<file path="src/rtl/dmac_pkg.sv">
// Shared types and constants of the ISA DMA controller register model.
// No dependencies.
package dmac_pkg;

   localparam int NUM_CHANNELS = 4;
   localparam int CH_W = $clog2(NUM_CHANNELS);

   typedef enum logic [3:0] {
      CMD_CHAN_WR  = 4'd0,
      CMD_CHAN_RD  = 4'd1,
      CMD_CTL_WR   = 4'd2,
      CMD_CTL_RD   = 4'd3,
      CMD_PAGE_WR  = 4'd4,
      CMD_PAGE_RD  = 4'd5,
      CMD_HPAGE_WR = 4'd6,
      CMD_HPAGE_RD = 4'd7,
      CMD_HOLD     = 4'd8,
      CMD_RELEASE  = 4'd9,
      CMD_TICK     = 4'd10,
      CMD_POSITION = 4'd11
   } cmd_type;

   typedef enum logic [3:0] {
      CTL_COMMAND   = 4'd8,
      CTL_REQUEST   = 4'd9,
      CTL_SMASK     = 4'd10,
      CTL_MODE      = 4'd11,
      CTL_CLR_FF    = 4'd12,
      CTL_RESET     = 4'd13,
      CTL_CLR_MASK  = 4'd14,
      CTL_WR_MASK   = 4'd15
   } ctl_type;

   typedef enum logic [1:0] {
      S_IDLE,
      S_EXEC,
      S_TICK_RD,
      S_TICK_EX
   } state_type;

   localparam logic [7:0] UNSUPPORTED_CMD = 8'hfb;
   localparam logic [7:0] MASK_ALL        = 8'hff;
   localparam logic [0:0] CSR_WORD_SHIFT  = 1'b0;

   typedef struct packed {
      logic [15:0] base_address;
      logic [15:0] base_count;
      logic [16:0] current_address;
      logic [17:0] current_count;
      logic [7:0]  mode;
      logic [7:0]  page_low;
      logic [7:0]  page_high;
   } chan_rec_type;

   typedef struct packed {
      logic          hit;
      logic [CH_W-1:0] ch;
   } chan_sel_type;

   function automatic chan_sel_type page_map(input logic [2:0] p);
      chan_sel_type s;
      s.hit = 1'b1;
      s.ch  = '0;
      case (p)
         3'd1: s.ch = 2'd2;
         3'd2: s.ch = 2'd3;
         3'd3: s.ch = 2'd1;
         3'd7: s.ch = 2'd0;
         default: s.hit = 1'b0;
      endcase
      return s;
   endfunction

endpackage

</file>
<file path="src/rtl/isa_dma_controller_registers.sv">
// Top level of the ISA DMA controller register model.
// Depends on dmac_pkg.
//
//   channel   ports                        handshake
//   request   req_command .. req_new_position  start / busy
//   result    rsp_read_byte .. rsp_last     rsp_valid strobe, one cycle
//   config    psel penable pwrite paddr ..  APB, pready tied high
//
// A bus or device item takes a channel memory read, then the update and
// write back. A tick reads the channels in turn through the single memory
// read port. Results are registered, showing in the cycle after the one that
// makes them. Reset is synchronous; the receiver cannot stall.
module isa_dma_controller_registers (
   input  logic        clock,
   input  logic        reset,
   input  logic        start,
   output logic        busy,
   input  logic [3:0]  req_command,
   input  logic [3:0]  req_port,
   input  logic [7:0]  req_write_byte,
   input  logic [17:0] req_new_position,
   output logic        rsp_valid,
   output logic [7:0]  rsp_read_byte,
   output logic        rsp_transfer_valid,
   output logic [1:0]  rsp_transfer_channel,
   output logic [17:0] rsp_transfer_position,
   output logic [17:0] rsp_transfer_length,
   output logic [30:0] rsp_transfer_address,
   output logic        rsp_address_down,
   output logic        rsp_last,
   input  logic        psel,
   input  logic        penable,
   input  logic        pwrite,
   input  logic [2:0]  paddr,
   input  logic [31:0] pwdata,
   output logic [31:0] prdata,
   output logic        pready
);

   localparam int NCH = dmac_pkg::NUM_CHANNELS;
   localparam int CW  = dmac_pkg::CH_W;

   dmac_pkg::state_type state_ff, state_in;
   logic [3:0]  cmd_ff, cmd_in;
   logic [3:0]  port_ff, port_in;
   logic [7:0]  data_ff, data_in;
   logic [17:0] pos_ff, pos_in;
   dmac_pkg::chan_sel_type sel_ff, sel_in;
   logic [CW-1:0] scan_ff, scan_in;

   logic        ws_ff, ws_in;
   logic        toggle_ff, toggle_in;
   logic [7:0]  mask_ff, mask_in;
   logic [7:0]  status_ff, status_in;
   logic [7:0]  cmdreg_ff, cmdreg_in;

   dmac_pkg::chan_rec_type chan_mem [NCH];
   logic [NCH-1:0] mem_ok_ff, mem_ok_in;
   dmac_pkg::chan_rec_type rd_rec_ff, rec, wr_rec;
   logic          rd_ok_ff;
   logic [CW-1:0] rd_addr;
   logic          wr_en;

   logic        v_ff, v_in, tv_ff, tv_in, dn_ff, dn_in, last_ff, last_in;
   logic [7:0]  rb_ff, rb_in;
   logic [1:0]  tc_ff, tc_in;
   logic [17:0] tp_ff, tp_in, tl_ff, tl_in;
   logic [30:0] ta_ff, ta_in;

   logic [NCH-1:0] svc;
   logic           more;
   logic [17:0]    val;
   logic [4:0]     rsh;
   logic [1:0]     ch2;
   logic [16:0]    len17;

   always_comb begin
      for (int i = 0; i < NCH; i++) begin
         svc[i] = !mask_ff[i] && status_ff[i+4];
      end
      more = 1'b0;
      for (int i = 0; i < NCH; i++) begin
         if (CW'(i) > scan_ff && svc[i]) more = 1'b1;
      end
   end

   assign rec = rd_ok_ff ? rd_rec_ff : '0;

   always_ff @(posedge clock) begin
      rd_rec_ff <= chan_mem[rd_addr];
      rd_ok_ff  <= mem_ok_ff[rd_addr];
      if (wr_en) begin
         chan_mem[sel_ff.ch] <= wr_rec;
      end
   end

   always_comb begin
      state_in  = state_ff;
      cmd_in    = cmd_ff;
      port_in   = port_ff;
      data_in   = data_ff;
      pos_in    = pos_ff;
      sel_in    = sel_ff;
      scan_in   = scan_ff;
      ws_in     = ws_ff;
      toggle_in = toggle_ff;
      mask_in   = mask_ff;
      status_in = status_ff;
      cmdreg_in = cmdreg_ff;
      mem_ok_in = mem_ok_ff;
      rd_addr   = scan_ff;
      wr_en     = 1'b0;
      wr_rec    = rec;
      v_in = 1'b0; tv_in = 1'b0; dn_in = 1'b0; last_in = 1'b0;
      rb_in = '0; tc_in = '0; tp_in = '0; tl_in = '0; ta_in = '0;
      val = '0;
      rsh = '0;
      ch2 = port_ff[1:0];
      len17 = 17'(rec.base_count) + 17'd1;

      if (psel && penable && pwrite && paddr[2] == dmac_pkg::CSR_WORD_SHIFT) begin
         ws_in = pwdata[0];
      end

      case (state_ff)
         dmac_pkg::S_IDLE: begin
            sel_in = '{hit: 1'b1, ch: req_port[1:0]};
            case (dmac_pkg::cmd_type'(req_command))
               dmac_pkg::CMD_CHAN_WR, dmac_pkg::CMD_CHAN_RD:
                  sel_in = '{hit: !req_port[3], ch: req_port[2:1]};
               dmac_pkg::CMD_CTL_WR:
                  sel_in = '{hit: req_port == dmac_pkg::CTL_MODE, ch: req_write_byte[1:0]};
               dmac_pkg::CMD_PAGE_WR, dmac_pkg::CMD_PAGE_RD,
               dmac_pkg::CMD_HPAGE_WR, dmac_pkg::CMD_HPAGE_RD:
                  sel_in = dmac_pkg::page_map(req_port[2:0]);
               dmac_pkg::CMD_POSITION: ;
               default: sel_in.hit = 1'b0;
            endcase
            rd_addr = sel_in.ch;
            if (start) begin
               cmd_in  = req_command;
               port_in = req_port;
               data_in = req_write_byte;
               pos_in  = req_new_position;
               scan_in = '0;
               if (req_command == dmac_pkg::CMD_TICK) begin
                  if (svc == '0) begin
                     v_in    = 1'b1;
                     last_in = 1'b1;
                  end else begin
                     state_in = dmac_pkg::S_TICK_RD;
                  end
               end else begin
                  state_in = dmac_pkg::S_EXEC;
               end
            end
         end
         dmac_pkg::S_EXEC: begin
            v_in     = 1'b1;
            last_in  = 1'b1;
            state_in = dmac_pkg::S_IDLE;
            case (dmac_pkg::cmd_type'(cmd_ff))
               dmac_pkg::CMD_CHAN_WR: if (sel_ff.hit) begin
                  toggle_in = !toggle_ff;
                  wr_en = 1'b1;
                  if (toggle_ff) begin
                     if (port_ff[0]) wr_rec.base_count[15:8] = data_ff;
                     else wr_rec.base_address[15:8] = data_ff;
                     wr_rec.current_address = 17'({1'b0, wr_rec.base_address} << ws_ff);
                     wr_rec.current_count = '0;
                  end else begin
                     if (port_ff[0]) wr_rec.base_count[7:0] = data_ff;
                     else wr_rec.base_address[7:0] = data_ff;
                  end
               end
               dmac_pkg::CMD_CHAN_RD: if (sel_ff.hit) begin
                  toggle_in = !toggle_ff;
                  if (port_ff[0]) val = 18'({2'b0, rec.base_count} << ws_ff) - rec.current_count;
                  else if (rec.mode[5]) val = {1'b0, rec.current_address} - rec.current_count;
                  else val = {1'b0, rec.current_address} + rec.current_count;
                  rsh = {1'b0, toggle_ff, 3'b0} + {4'b0, ws_ff};
                  rb_in = 8'(val >> rsh);
               end
               dmac_pkg::CMD_CTL_WR: begin
                  case (dmac_pkg::ctl_type'(port_ff))
                     dmac_pkg::CTL_COMMAND:
                        if (data_ff == '0 || (data_ff & dmac_pkg::UNSUPPORTED_CMD) == '0)
                           cmdreg_in = data_ff;
                     dmac_pkg::CTL_REQUEST: begin
                        status_in[{1'b1, data_ff[1:0]}] = data_ff[2];
                        status_in[{1'b0, data_ff[1:0]}] = 1'b0;
                     end
                     dmac_pkg::CTL_SMASK: mask_in[data_ff[1:0]] = data_ff[2];
                     dmac_pkg::CTL_MODE: begin
                        wr_en = 1'b1;
                        wr_rec.mode = data_ff;
                     end
                     dmac_pkg::CTL_CLR_FF: toggle_in = 1'b0;
                     dmac_pkg::CTL_RESET: begin
                        toggle_in = 1'b0;
                        mask_in   = dmac_pkg::MASK_ALL;
                        status_in = '0;
                        cmdreg_in = '0;
                     end
                     dmac_pkg::CTL_CLR_MASK: mask_in = '0;
                     dmac_pkg::CTL_WR_MASK: mask_in = data_ff;
                     default: ;
                  endcase
               end
               dmac_pkg::CMD_CTL_RD: begin
                  if (port_ff == dmac_pkg::CTL_COMMAND) begin
                     rb_in = status_ff;
                     status_in[3:0] = '0;
                  end else if (port_ff == dmac_pkg::CTL_WR_MASK) begin
                     rb_in = mask_ff;
                  end
               end
               dmac_pkg::CMD_PAGE_WR: if (sel_ff.hit) begin
                  wr_en = 1'b1;
                  wr_rec.page_low = data_ff;
               end
               dmac_pkg::CMD_PAGE_RD: if (sel_ff.hit) rb_in = rec.page_low;
               dmac_pkg::CMD_HPAGE_WR: if (sel_ff.hit) begin
                  wr_en = 1'b1;
                  wr_rec.page_high = data_ff;
               end
               dmac_pkg::CMD_HPAGE_RD: if (sel_ff.hit) rb_in = rec.page_high;
               dmac_pkg::CMD_HOLD: status_in[{1'b1, ch2}] = 1'b1;
               dmac_pkg::CMD_RELEASE: status_in[{1'b1, ch2}] = 1'b0;
               dmac_pkg::CMD_POSITION: begin
                  wr_en = 1'b1;
                  wr_rec.current_count = pos_ff;
               end
               default: ;
            endcase
            if (wr_en) mem_ok_in[sel_ff.ch] = 1'b1;
         end
         dmac_pkg::S_TICK_RD: begin
            state_in = dmac_pkg::S_TICK_EX;
         end
         dmac_pkg::S_TICK_EX: begin
            if (svc[scan_ff]) begin
               v_in    = 1'b1;
               tv_in   = 1'b1;
               tc_in   = scan_ff;
               tp_in   = rec.current_count;
               tl_in   = 18'({1'b0, len17} << ws_ff);
               ta_in   = {rec.page_high[6:0], 24'(rec.page_low) << 16}
                         | 31'(rec.current_address);
               dn_in   = rec.mode[5];
               last_in = !more;
            end
            if (!more) begin
               state_in = dmac_pkg::S_IDLE;
            end else begin
               scan_in  = scan_ff + CW'(1);
               state_in = dmac_pkg::S_TICK_RD;
            end
         end
         default: state_in = dmac_pkg::S_IDLE;
      endcase
   end

   always_ff @(posedge clock) begin
      if (reset) begin
         state_ff  <= dmac_pkg::S_IDLE;
         ws_ff     <= 1'b0;
         toggle_ff <= 1'b0;
         mask_ff   <= dmac_pkg::MASK_ALL;
         status_ff <= '0;
         cmdreg_ff <= '0;
         mem_ok_ff <= '0;
         v_ff      <= 1'b0;
      end else begin
         state_ff  <= state_in;
         ws_ff     <= ws_in;
         toggle_ff <= toggle_in;
         mask_ff   <= mask_in;
         status_ff <= status_in;
         cmdreg_ff <= cmdreg_in;
         mem_ok_ff <= mem_ok_in;
         v_ff      <= v_in;
      end
   end

   always_ff @(posedge clock) begin
      cmd_ff  <= cmd_in;
      port_ff <= port_in;
      data_ff <= data_in;
      pos_ff  <= pos_in;
      sel_ff  <= sel_in;
      scan_ff <= scan_in;
      tv_ff   <= tv_in;
      dn_ff   <= dn_in;
      last_ff <= last_in;
      rb_ff   <= rb_in;
      tc_ff   <= tc_in;
      tp_ff   <= tp_in;
      tl_ff   <= tl_in;
      ta_ff   <= ta_in;
   end

   assign busy                  = state_ff != dmac_pkg::S_IDLE;
   assign rsp_valid             = v_ff;
   assign rsp_read_byte         = rb_ff;
   assign rsp_transfer_valid    = tv_ff;
   assign rsp_transfer_channel  = tc_ff;
   assign rsp_transfer_position = tp_ff;
   assign rsp_transfer_length   = tl_ff;
   assign rsp_transfer_address  = ta_ff;
   assign rsp_address_down      = dn_ff;
   assign rsp_last              = last_ff;
   assign pready                = 1'b1;
   assign prdata = (paddr[2] == dmac_pkg::CSR_WORD_SHIFT) ? {31'b0, ws_ff} : '0;

endmodule

</file>
<file path="config.mk">
export PLATFORM = sky130hd
export DESIGN_NAME = isa_dma_controller_registers
export DESIGN_NICKNAME = d
export VERILOG_FILES = /design/src/rtl/dmac_pkg.sv /design/src/rtl/isa_dma_controller_registers.sv
export SDC_FILE = /design/constraint.sdc
export NUM_CORES = 1
export LEC_CHECK = 0
export BUFFER_PORTS_ARGS = -buffer_cell sky130_fd_sc_hd__buf_4
export CAP_MARGIN = 20
export CORE_ASPECT_RATIO = 0.7
export CORE_MARGIN = 2
export CORE_UTILIZATION = 39
export CTS_BUF_LIST = sky130_fd_sc_hd__clkbuf_16
export CTS_CLUSTER_SIZE = 28
export DETAILED_ROUTE_END_ITERATION = 7
export PLACE_DENSITY = 0.52
export SLEW_MARGIN = 20
export SYNTH_ARGS = -nofsm -noshare
export SYNTH_HDL_FRONTEND = slang
export SYNTH_SLANG_ARGS = --single-unit
</file>
<file path="constraint.sdc">
create_clock -name clock -period 12.1 [get_ports clock]
set_input_delay 1.21 -clock clock [delete_from_list [all_inputs] [get_ports clock]]
set_output_delay 1.21 -clock clock [all_outputs]
set_load 0.01 [all_outputs]
</file>
==> Yosys cells after proc, flatten, opt, wreduce, memory -nomap -nowiden <==
Memories as Yosys holds them, arrays and structs flattened. A register that Yosys moved wholly into a read port is not among the register bits.
Cells that the tools add are included.
{ "word_totals": {"regBits": 145, "mem_count": 1, "mem_bits_rw": 364} }
{ "memory_table": {"columns": ["name", "words", "word_bits", "rd", "rd_ports_with_merged_regs", "write_ports", "line", "source"], "rows": [
  ["chan_mem", 4, 91, 1, 1, 1, "isa_dma_controller_registers.sv:57", "dmac_pkg::chan_rec_type chan_mem [NCH];"]
]} }
{ "op_classes": {"reduce_logical": 48, "addsub": 6, "n_bitwise": 8, "n_shift": 4, "mux": 91, "magnitude_cmp": 16, "eq_ne": 41} }
{ "ops": {"columns": ["op", "count"], "rows": [
  ["2-to-1 mux 8 bit", 23],
  ["2-to-1 mux 91 bit", 2],
  ["2-to-1 mux 18 bit", 5],
  ["2-to-1 mux 67 bit", 1],
  ["case mux 8 bit (4 select lines)", 2],
  ["== test 4 bit, second input constant", 14],
  ["2-to-1 mux 49 bit", 1],
  ["case mux 18 bit (2 select lines)", 1],
  ["2-to-1 mux 35 bit", 1],
  ["== test 4 x 3 -> 1 bit, second input constant", 8],
  ["bitwise OR 31 x 17 -> 31 bit", 1],
  ["2-to-1 mux 1 bit", 26],
  ["adder 17 x 18 -> 18 bit", 1],
  ["left shift 16 x 1 -> 18 bit", 1],
  ["left shift 17 x 1 -> 18 bit", 1],
  [">> shifter 18 x 5 -> 8 bit", 1],
  ["subtractor 17 x 18 -> 18 bit", 1],
  ["subtractor 18 bit", 1],
  ["adder 16 x 1 -> 17 bit, second input constant", 1],
  ["left shift 16 x 1 -> 17 bit", 1],
  ["AND 8 bit", 2],
  ["bitwise mux 8 bit", 2],
  ["logical AND 1 bit", 16],
  ["case mux 4 bit (4 select lines)", 1],
  ["other kinds (49)", 100]
]} }

==> Depth between registers and ports, before layout <==
Gate-level depths: netlist (run 1).
{ "logic_depth": {"depth_word": 11, "depth_mapped": 17, "mapped_depth_nobuf": 16} }

==> Worst setup path before layout (run 1) <==
No wires, ideal clock.
{ "synth_timing": {"kind": "flip-flop to flip-flop", "from": "register cmd_ff[3]", "to": "memory chan_mem[0][0] (netlist bit) (enable)", "stages_incl_launch_ff": 8, "required_ns": 11.562, "setup_ns": 0.538, "path_slack_ns": 6.417, "synth_period_minus_slack_ns": 5.683, "arrival_time_ns": 5.146, "path_cell_list": "edfxtp_1 > nor2_4 > and2_1 > buf_2 > nand3_1 > a31oi_1 > nor2b_1 > nor2b_1"} }
{ "synth_between": {"elab_chain_len": 7} }
{ "synth_rtl": {"columns": ["item", "line", "source"], "rows": [
  ["start: declaration", "isa_dma_controller_registers.sv:44", "logic [3:0] cmd_ff, cmd_in;"],
  ["start signal: assignment", "isa_dma_controller_registers.sv:287", "cmd_ff <= cmd_in;"],
  ["== test 4 x 3 -> 1 bit / zero test 4 bit (equally long branches)", "isa_dma_controller_registers.sv:162", "case (dmac_pkg::cmd_type'(cmd_ff))"],
  ["OR reduction 3 bit (no source line)", null, null],
  ["case mux 1 bit (3 select lines) *", "isa_dma_controller_registers.sv:162", null],
  ["2-to-1 mux 1 bit * (2 in series)", "isa_dma_controller_registers.sv:125", "case (state_ff)"],
  ["2-to-1 mux 1 bit *", "isa_dma_controller_registers.sv:92", "if (wr_en) begin"],
  ["2-to-1 mux 1 bit (implied by the code) *", "isa_dma_controller_registers.sv:93", "chan_mem[sel_ff.ch] <= wr_rec;"],
  ["end: declaration", "isa_dma_controller_registers.sv:57", null]
]} }
Every way passes the cells marked *; elsewhere a longest branch is shown, timed or not. The select of a mux whose other input is x is not followed.

==> Worst setup path after layout (run 1) <==
{ "layout_timing": {"from": "register rd_ok_ff", "to": "register rb_ff[4] (netlist: rsp_read_byte[4])"} }
{ "layout_between": {"elab_chain_len": 10} }
{ "layout_rtl": {"columns": ["item", "line", "source"], "rows": [
  ["start: declaration", "isa_dma_controller_registers.sv:60", "logic rd_ok_ff;"],
  ["start signal: assignment", "isa_dma_controller_registers.sv:91", "rd_ok_ff <= mem_ok_ff[rd_addr];"],
  ["2-to-1 mux 91 bit *", "isa_dma_controller_registers.sv:87", "assign rec = rd_ok_ff ? rd_rec_ff : '0;"],
  ["adder 17 x 18 -> 18 bit (tied with other cells)", "isa_dma_controller_registers.sv:180", "else val = {1'b0, rec.current_address} + rec.current_count;"],
  ["2-to-1 mux 18 bit / subtractor 18 bit (equally long branches)", "isa_dma_controller_registers.sv:179, isa_dma_controller_registers.sv:178", null],
  ["2-to-1 mux 18 bit", "isa_dma_controller_registers.sv:178", "if (port_ff[0]) val = 18'({2'b0, rec.base_count} << ws_ff) - rec.current_count;"],
  ["2-to-1 mux 18 bit", "isa_dma_controller_registers.sv:176", "dmac_pkg::CMD_CHAN_RD: if (sel_ff.hit) begin"],
  ["2-to-1 mux 18 bit", "isa_dma_controller_registers.sv:162", null],
  ["2-to-1 mux 18 bit", "isa_dma_controller_registers.sv:125", null],
  [">> shifter 18 x 5 -> 8 bit", "isa_dma_controller_registers.sv:182", "rb_in = 8'(val >> rsh);"],
  ["2-to-1 mux 8 bit", "isa_dma_controller_registers.sv:176", null],
  ["case mux 8 bit (4 select lines) *", "isa_dma_controller_registers.sv:162", null],
  ["end signal: assignment", "isa_dma_controller_registers.sv:296", "rb_ff <= rb_in;"],
  ["end: declaration", "isa_dma_controller_registers.sv:65", "logic [7:0] rb_ff, rb_in;"]
]} }
Marks and branches as above.
A chain may end at the register's enable or synchronous reset.

==> results.py, run 1 <==
metrics = {
    "run_status": {
        "status": "complete, no violations",
    },
    "clock_network": {
        "cts_setup_buffers": 0,
        "cts_hold_buf": 0,
        "path_clk_slew_ns": 0.06,
        "cts_buffers": 54,
        "insertion_delay_ns": 0.64,
        "clock_tree.buffer_depth": 3,
        "cts_tree": "yes",
        "root_buffer": "clkbuf_16",
        "clock-sinks": 565,
        "htree_levels": 2,
        "ctsResizeCount": 0,
    },
    "placement": {
        "io_buffers": 124,
        "hpwl_um": 43500,
        "gp_congestion": 0.883,
        "placed_cell_area_sq_um": 26200,
    },
    "critical_path": {
        "crit_family": "compound AO/OA/AOI/OAI gates",
        "cp_slowest_stage_delay_ns": 0.70,
        "cp_data_arrival_time_ns": 5.41,
        "setup.worst_path.class": "register to register",
        "cp_slowest_cell": "buf_4",
        "critical_path.max_fanout": 77,
        "path_cells": "buf_4, nand2_1, a41oi_1, xor2_1, ha_1, nand2_1, nor2b_1, a2111oi_1, xor2_1, mux2i_1, nor2_1, o31ai_1",
        "start_kind": "register",
        "path_depth": 12,
        "critical_path_buf_inv_count": 1,
        "endpoint_kind": "register",
        "r2r_cells": 12,
        "r2r_setup_slack_ns": 7.20,
        "cp.required_ns": 12.61,
    },
    "detailed_routing": {
        "routed_wl_um": 69100,
        "post_drt_wl_per_cell_um": 21.8,
        "dr.pass1.iters": 5,
        "routed_via_density": 5.37,
        "first_iter_violations": 1355,
        "vias": 17000,
        "route.detailed.drc": 0,
        "postRouteAntennaNets": 0,
    },
    "synthesis": {
        "synth_seq_cells": 565,
        "synth_top_cell_by_area": "edfxtp_1",
        "synthArstFlopShare_pct": 0,
        "synth_commonest_cells": "375 x edfxtp_1, 373 x nand2_1, 190 x dfxtp_1",
        "synthFlopType": "edfxtp_1",
        "yosysWarnings": 0,
        "synth_area_leaders": "edfxtp_1 46%, dfxtp_1 15%, nand2_1 5.7%",
        "yosysUniqueCellTypes": 97,
        "syn_avg_cell_area_sq_um": 11.1,
        "yosys.cell_count.top_type": "edfxtp_1",
        "synth_edf_count": 375,
        "syn_inst": 2223,
        "synth_top_area_share_pct": 45.6,
        "netlist_area_sq_um": 24700,
        "ys_seq_area_share_pct": 61.0,
    },
    "layout": {
        "syn2layout_area_growth_pct": 13.2,
        "n_fill_cell": 5907,
        "drive_above_1_share_pct": 11.6,
        "final_area_sq_um": 27900,
        "fin_nets": 2410,
    },
    "timing": {
        "setup_tns_ns": 0,
        "rsz0062_at_grt": "false",
        "maxSlewHeadroom_pct": 28.4,
        "fin_skew_ns": 0.0342,
        "tightest_slew_ns": 1.07,
        "whs_ns": 0.447,
        "period_share_pct": 40.5,
        "fmax_ghz": 0.204,
        "timing.final.crit_period_ns": 4.90,
        "finalHoldViolCount": 0,
        "finalSetupViolations": 0,
        "maxSlewViolCount": 0,
    },
    "grt": {
        "grt_max_degree": 93,
        "grt_pass1_wl_um": 104000,
        "overflow": 0,
        "antenna_found_initial": 2,
        "grt_pass1_vias": 16300,
        "grtUsageTotal_pct": 20.8,
    },
    "die": {
        "die_h_um": 214,
        "pin_count": 190,
        "dieArea_sq_um": 65400,
        "rows": 77,
        "dieWidth_um": 305,
        "start_util_pct": 39.2,
        "coreArea_sq_um": 62900,
    },
    "power": {
        "peakVddDrop_mv": 0.0969,
        "power_leakage_nw": 10.2,
        "powerDensity_nw_per_um2": 166,
    },
    "run": {
        "cap_viol_max_count": 0,
    },
    "min_path": {
        "min_path_cells": 2,
        "worstHoldPathType": "register to register",
    },
}
-- cell families (layout without fill, tap and decap cells) --
family | after synthesis | in the layout | synth area share (%)
muxes | 53 | 53 | 2.24
DFF | 565 | 565 | 61.0
and+or+nand+nor | 787 | 787 | 15.1
other | 2 | 33 | 0.0304
adders and majority gates | 39 | 39 | 2.04
AOI/OAI and AO/OA | 526 | 526 | 14.0
xor gates and xnor gates | 44 | 44 | 1.56
buffers and inverters | 207 | 295 | 3.97
-- stage by stage --
stage               power [W]  utilization, %  worst slack (ns)  instances
floorplan             0.00280               -              6.42       2253
global placement      0.00303            41.7              7.26       3069
detailed placement    0.00304            41.7              7.29       3069
CTS                   0.00467            44.4              7.26       3170
global route          0.00485            44.4              6.98       3170
finish                0.00463            44.4              7.20       3171
-- layout make-up --
class	count	area, sq um	area share (%)
Clock buffer	56	1400	5.01
Inverter	37	139	0.497
Tap cell	829	1040	3.71
Sequential cell	565	15100	53.9
Antenna cell	1	2.50	0.00896
Clock inverter	45	299	1.07
Multi-Input combinational cell	1481	8810	31.5
Timing Repair Buffer	157	1180	4.22
-- per-layer routing --
layer / share of wire (%) / up-vias / track usage (%)
met3: 7.3 / 81 / 4.55
met5: 0 / - / 0
li1: - / 8162 / -
met4: 2.0 / 0 / 5.31
met1: 47 / 8342 / 30.6
met2: 43 / 440 / 31.2
-- path summary, 6_finish.rpt --
check                               to          start
min          rsp_transfer_position[17]  rd_rec_ff[41]
min reg2reg  rsp_transfer_position[17]  rd_rec_ff[41]
max                   rsp_read_byte[4]       rd_ok_ff
max reg2reg           rsp_read_byte[4]       rd_ok_ff
-- worst min-delay path: cells and delay by family, from the launching register on --
kind,cells,cell delay (ns)
and+or+nand+nor,2,0.11
DFF,1,0.30
-- where the power goes --
part	leakage (nW)	internal [W]	switching, W
Sequential	5.03	0.00214	0.0000645
Combinational	4.31	0.000284	0.000520
Clock	0.872	0.000867	0.000752
Total	10.2	0.00330	0.00134
-- placed cells by master (no fill, tap or decap), drive strengths merged, types with 8 or more instances in the layout --
| master | instances |
|---|---|
| a211oi | 104 |
| a21o | 12 |
| a21oi | 78 |
| a22oi | 9 |
| a31oi | 98 |
| and2 | 109 |
| and3 | 36 |
| buf | 157 |
| clkbuf | 56 |
| clkinv | 24 |
| conb | 32 |
| dfxtp | 190 |
| edfxtp | 375 |
| ha | 37 |
| inv | 53 |
| mux2i | 47 |
| nand2 | 373 |
| nand2b | 19 |
| nand3 | 23 |
| nand4 | 9 |
| nor2 | 125 |
| nor2b | 29 |
| nor3 | 24 |
| o211a | 10 |
| o211ai | 10 |
| o21a | 13 |
| o21ai | 117 |
| o22ai | 9 |
| o31ai | 8 |
| xnor2 | 22 |
| xor2 | 22 |
-- flip-flops by register name (all words and copies together) (netlist names), 2 cells and up --
register and flops:
cmd_ff 4, scan_ff 2, rsp_transfer_position 18, state_ff 2
chan_mem 336, rsp_transfer_channel 2, data_ff 8, port_ff 4
sel_ff 3, mem_ok_ff 4, rsp_transfer_length 18, status_ff 8
rsp_read_byte 8, rsp_transfer_address 31, rd_rec_ff 84, mask_ff 8
pos_ff 18
Note: power is estimated with default switching activity, not from simulation.
==> run 2: changes to the inputs <==
Settings changed: ABC_AREA set to 1, PLACE_DENSITY 0.52 to 0.54.
Clock period 12.1 ns to 3.97 ns, I/O delays scaled along.
==> run 2 against run 1 <==
Combinational power increased to 5.9 times the previous value. Cell count increased by 16%. Power grew to 3.7 times the previous value. Utilization increased by 1.5 points. Worst hold slack lost 0.39 ns. Synthesized area up 3.3%. First-iteration DRC count grew 19%. Maximum frequency grew 34%. Critical path type unchanged. Highest routed layer is now met5.
==> results.py, run 2 <==
metrics = {
    "min_path": {
        "min_path_cells": 2,
        "worstHoldPathType": "primary input to register",
    },
    "synthesis": {
        "synthMuxAreaShare_pct": 0.118,
        "syn_inst": 2592,
        "synth_top_family_by_area": "simple AND/OR/NAND/NOR gates",
        "synth_edf_count": 375,
        "synth_compound_area_share_pct": 14.6,
        "yosysUniqueCellTypes": 53,
        "syn_avg_cell_area_sq_um": 9.83,
        "synth_fa_ha_area_share_pct": 1.97,
        "synthArstFlopShare_pct": 0,
        "synth_area_leaders": "edfxtp_1 44%, dfxtp_1 15%, nand2_1 7.1%",
        "synth_top_area_share_pct": 44.2,
        "yosysWarnings": 0,
        "netlist_area_sq_um": 25500,
        "synth_xor_area_share_pct": 1.07,
        "synthSimpleGateAreaFrac_pct": 14.9,
        "yosys.cell_count.top_type": "nand2_1",
        "ys_seq_area_share_pct": 59.1,
        "synth_seq_cells": 565,
        "synthFlopType": "edfxtp_1",
        "synth_commonest_cells": "479 x nand2_1, 375 x edfxtp_1, 317 x inv_1",
        "synth_top_cell_by_area": "edfxtp_1",
    },
    "timing": {
        "timing.final.ws_setup_ns": 0.316,
        "fin_skew_ns": 0.0368,
        "tightest_slew_ns": 1.01,
        "maxSlewViolCount": 0,
        "timing.final.crit_period_ns": 3.65,
        "rsz0062_at_grt": "false",
        "period_share_pct": 92.0,
        "finalSetupViolations": 0,
        "setup_tns_ns": 0,
        "finalHoldViolCount": 0,
        "maxSlewHeadroom_pct": 32.1,
        "fmax_ghz": 0.274,
    },
    "clock_network": {
        "cts_hold_buf": 34,
        "cts_buffers": 55,
        "cts_setup_buffers": 0,
        "path_clk_slew_ns": 0.07,
        "insertion_delay_ns": 0.64,
        "cts_tree": "yes",
        "root_buffer": "clkbuf_16",
        "ctsResizeCount": 0,
        "htree_levels": 2,
        "clock-sinks": 565,
        "clock_tree.buffer_depth": 3,
    },
    "power": {
        "powerDensity_nw_per_um2": 581,
        "peakVddDrop_mv": 0.356,
        "power_leakage_nw": 12.3,
        "power_w": 0.0173,
    },
    "critical_path": {
        "critical_path.max_fanout": 16,
        "cp_data_arrival_time_ns": 4.21,
        "r2r_cells": 24,
        "cp.required_ns": 4.53,
        "start_kind": "register",
        "endpoint_kind": "register",
        "setup.worst_path.class": "register to register",
    },
    "detailed_routing": {
        "route.detailed.drc": 0,
        "post_drt_wl_per_cell_um": 20.5,
        "dr.pass1.iters": 8,
        "routed_wl_um": 75600,
        "first_iter_violations": 1607,
        "routed_via_density": 5.10,
        "postRouteAntennaNets": 0,
        "vias": 18800,
    },
    "grt": {
        "grt_pass1_wl_um": 113000,
        "grtUsageTotal_pct": 22.4,
        "grt_pass1_vias": 17900,
        "overflow": 0,
        "grt_max_degree": 120,
        "antenna_found_initial": 8,
    },
    "placement": {
        "pre_cts_slack_ns": 0.376,
        "gp_congestion": 0.945,
        "io_buffers": 124,
        "hpwl_um": 51400,
    },
    "layout": {
        "syn2layout_area_growth_pct": 16.5,
        "fin_nets": 2875,
        "drive_above_1_share_pct": 13.1,
        "max_flop_register": "chan_mem",
        "largest_reg_flops": 336,
        "layout_commonest_cell": "nand2_1",
        "layout_common_cells": "479 x nand2_1, 375 x edfxtp_1, 323 x inv_1, 247 x nor2_1, 189 x dfxtp_1",
    },
    "die": {
        "die_h_um": 218,
        "rows": 78,
        "dieArea_sq_um": 67500,
        "start_util_pct": 39.4,
        "dieWidth_um": 310,
        "coreArea_sq_um": 64700,
        "pin_count": 190,
    },
    "run": {
        "cap_viol_max_count": 0,
    },
    "run_status": {
        "status": "complete, no violations",
    },
}
run 2: worst max-delay path, stage by stage (launching register included):
cell and delay (ns):
dfxtp_4 0.46, nand2_1 0.27, nand3_1 0.18, nor3b_2 0.24, nand3_1 0.14, nor2_1 0.17
nand3_1 0.11, nand2_1 0.14, o21ai_1 0.09, xnor2_1 0.16, inv_1 0.06, ha_1 0.33
nand2_1 0.15, inv_1 0.05, nand2_1 0.06, nand2_1 0.05, a21oi_1 0.11, nand2_1 0.14
inv_1 0.08, nand2_1 0.05, nand3_1 0.09, nand3_1 0.08, nand3_1 0.09, nand2_1 0.09
a21oi_1 0.16
run 2: per-stage QoR:
stage          utilization, %  hold slack, ns  instances  instance area, sq um
6_report                 45.9          0.0539       3690                 29700
5_1_grt                  45.9          0.0460       3689                 29700
3_3_place_gp             42.4           0.434       3550                 27400
2_1_floorplan               -           0.424       2622                 25600
3_5_place_dp             42.4           0.439       3550                 27400
4_1_cts                  45.9          0.0117       3688                 29700
run 2: area by class of cell:
cell class                      count  area [sq um]
Timing Repair Buffer              223          1900
Clock buffer                       57          1430
Antenna cell                        2          5.00
Inverter                          325          1230
Tap cell                          880          1100
Fill cell                        6197         35000
Clock inverter                     47           512
Multi-Input combinational cell   1591          8460
Sequential cell                   565         15100
run 2: cells by family after synthesis:
group                    after synthesis
AND/OR/NAND/NOR                      925
other                                  2
buffers and inverters                466
multiplexers                           3
AO/OA/AOI/OAI                        561
XOR/XNOR                              31
adder cells (fa/ha/maj)               39
flip-flops                           565
run 2: worst paths after layout:
check | from | slack [ns] | to
max | rd_ok_ff | 0.32 | rsp_read_byte[7]
min | pwdata[0] | 0.05 | ws_ff
max reg2reg | rd_ok_ff | 0.32 | rsp_read_byte[7]
min reg2reg | status_ff[1] | 0.45 | status_ff[1]
run 2: power by group:
part	switching, W	internal (W)
Clock	0.00230	0.00332
Sequential	0.000181	0.00675
Combinational	0.00323	0.00150
run 2: routing by layer:
layer  GRT usage (%)  wire [um]  vias up
li1                -          -     9071
met1            33.7      36900     9107
met2            33.0      32100      562
met3            4.40       5260       92
met4            5.32       1400        2
met5               0         11        -
==> run 3: changes to the inputs <==
Settings changed: CORE_ASPECT_RATIO 0.7 to 0.8.
==> run 3 against run 2 <==
Sequential cell count is the same. Register-to-register slack gained 0.06 ns. Sequential share of layout area up 0.47 points. Clock skew down 0.014 ns. Critical path type unchanged. First-iteration DRC count is 13% higher. Wire length down 0.14%.
==> results.py, run 3 (synthesis results as in run 2) <==
metrics = {
    "layout": {
        "layout_commonest_cell": "nand2_1",
        "largest_reg_flops": 336,
        "postLayoutCoreUtil_pct": 45.7,
        "fin_nets": 2861,
        "layout_common_cells": "479 x nand2_1, 375 x edfxtp_1, 325 x inv_1, 247 x nor2_1, 189 x dfxtp_1",
        "syn2layout_area_growth_pct": 15.4,
        "drive_above_1_share_pct": 12.5,
        "max_flop_register": "chan_mem",
        "n_fill_cell": 6154,
        "final_area_sq_um": 29400,
    },
    "timing": {
        "period_share_pct": 90.5,
        "finalHoldViolCount": 0,
        "timing.final.crit_period_ns": 3.59,
        "setup_tns_ns": 0,
        "finalSetupViolations": 0,
        "maxSlewHeadroom_pct": 31.3,
        "fmax_ghz": 0.278,
        "rsz0062_at_grt": "false",
        "maxSlewViolCount": 0,
        "fin_skew_ns": 0.0230,
        "tightest_slew_ns": 1.03,
    },
    "detailed_routing": {
        "routed_via_density": 5.17,
        "met1Wirelength_um": 36400,
        "vias": 18900,
        "post_drt_wl_per_cell_um": 20.7,
        "dr.pass1.iters": 7,
        "route.detailed.drc": 0,
        "postRouteAntennaNets": 0,
        "highest_layer": "met5",
        "wl_met3_um": 5080,
        "wl_met2_um": 32500,
        "routed_wl_um": 75500,
        "first_iter_violations": 1814,
    },
    "clock_network": {
        "insertion_delay_ns": 0.62,
        "clock-sinks": 565,
        "cts_tree": "yes",
        "cts_setup_buffers": 0,
        "path_clk_slew_ns": 0.07,
        "cts_buffers": 57,
        "clock_tree.buffer_depth": 3,
        "htree_levels": 2,
        "root_buffer": "clkbuf_16",
        "ctsResizeCount": 0,
    },
    "grt": {
        "grt_pass1_wl_um": 112000,
        "antenna_found_initial": 4,
        "overflow": 0,
        "grt_pass1_vias": 17900,
        "grt_max_degree": 168,
        "grtUsageTotal_pct": 22.1,
    },
    "run": {
        "cap_viol_max_count": 0,
    },
    "critical_path": {
        "r2r_cells": 20,
        "rr_startpoint": "rd_ok_ff",
        "crit_top_cell": "nand2_1",
        "r2r_setup_slack_ns": 0.38,
        "timing.rr.end": "rsp_read_byte[7]",
        "critical_path.max_fanout": 25,
        "cp_slowest_stage_delay_ns": 0.64,
        "setup.worst_path.class": "register to register",
        "path_cells": "nand2_1, ha_1, or2_2, o21ai_0, inv_1, fa_1, inv_1, nand3_1, nand2_1, nand2_1, nand2_1, nand2_1, nand2_1, inv_1, nand2_1, nand3_1, nand3_1, nand3_1, nand2_1, a21oi_1",
        "critical_path_buf_inv_count": 3,
        "endpoint_kind": "register",
        "crit_family": "simple AND/OR/NAND/NOR gates",
        "start_kind": "register",
        "cp.required_ns": 4.47,
        "crit_path_start": "rd_ok_ff",
        "endpoint": "rsp_read_byte[7]",
        "cp_slowest_cell": "dfxtp_4",
        "path_depth": 20,
        "cp_data_arrival_time_ns": 4.09,
    },
    "die": {
        "rows": 83,
        "pin_count": 190,
        "start_util_pct": 39.6,
        "dieArea_sq_um": 67400,
        "coreArea_sq_um": 64400,
        "dieWidth_um": 290,
        "die_h_um": 233,
    },
    "power": {
        "peakVddDrop_mv": 0.326,
        "powerDensity_nw_per_um2": 568,
        "power_leakage_nw": 12.2,
    },
    "placement": {
        "placed_cell_area_sq_um": 27300,
        "hpwl_um": 51700,
        "io_buffers": 124,
        "gp_congestion": 0.931,
    },
    "run_status": {
        "status": "complete, no violations",
    },
    "min_path": {
        "worstHoldPathType": "primary input to register",
    },
}
[run 3: changes by cell type in the layout (fill, tap and decap cells not counted)]
cell / change
buf_4: -20
clkbuf_16: +3
buf_12: +4
clkinv_4: +1
inv_6: +1
inv_2: +3
clkinv_1: +6
clkinv_8: +1
bufinv_16: -10
inv_4: +1
inv_1: +2
clkinv_2: -4
[run 3: worst min-delay path by stage]
stage | start | to | slack [ns] | cells after the start
2_1_floorplan | status_ff[1] | status_ff[1] | 0.42 | 2
4_1_cts | pwdata[0] | ws_ff | 0.02 | 2
6_report | pwdata[0] | ws_ff | 0.06 | 2
3_5_place_dp | status_ff[0] | status_ff[0] | 0.44 | 2
3_3_place_gp | status_ff[1] | status_ff[1] | 0.43 | 2
5_1_grt | pwdata[0] | ws_ff | 0.05 | 2
[run 3: per-stage QoR]
stage	cells	setup slack [ns]	power (W)	hold WS (ns)
floorplan	2622	0.598	0.0103	0.424
global placement	3504	0.436	0.0116	0.433
detailed placement	3504	0.455	0.0116	0.441
CTS	3646	0.425	0.0168	0.0237
global route	3646	0.0558	0.0176	0.0525
finish	3648	0.376	0.0167	0.0620
[run 3: per-layer routing]
layer | vias to the layer above | track usage (%)
met4 | 2 | 5.21
met2 | 606 | 33.2
met3 | 109 | 4.01
met5 | - | 0
li1 | 9053 | -
met1 | 9096 | 32.9
[run 3: cell type report]
class / instances / area, sq um / share of cell area (%)
flip-flops and latches: 565 / 15100 / 51.2
multi-input cells: 1591 / 8460 / 28.7
repair buffers: 207 / 1830 / 6.21
clock buffers: 60 / 1500 / 5.10
inverters: 325 / 1230 / 4.18
well taps: 850 / 1060 / 3.61
clock inverters: 48 / 273 / 0.927
diodes: 2 / 5.00 / 0.0170
[run 3: what timing repair did]
action	in CTS	in global routing
endpoints found under the setup margin	0	0
hold buffers	34	0
hold endpoints to repair	34	0
[run 3: report_power, final]
| group | switching (W) | internal [W] |
|---|---|---|
| sequential | 0.000193 | 0.00675 |
| combinational | 0.00321 | 0.00145 |
| clock | 0.00231 | 0.00280 |
| total | 0.00571 | 0.0110 |
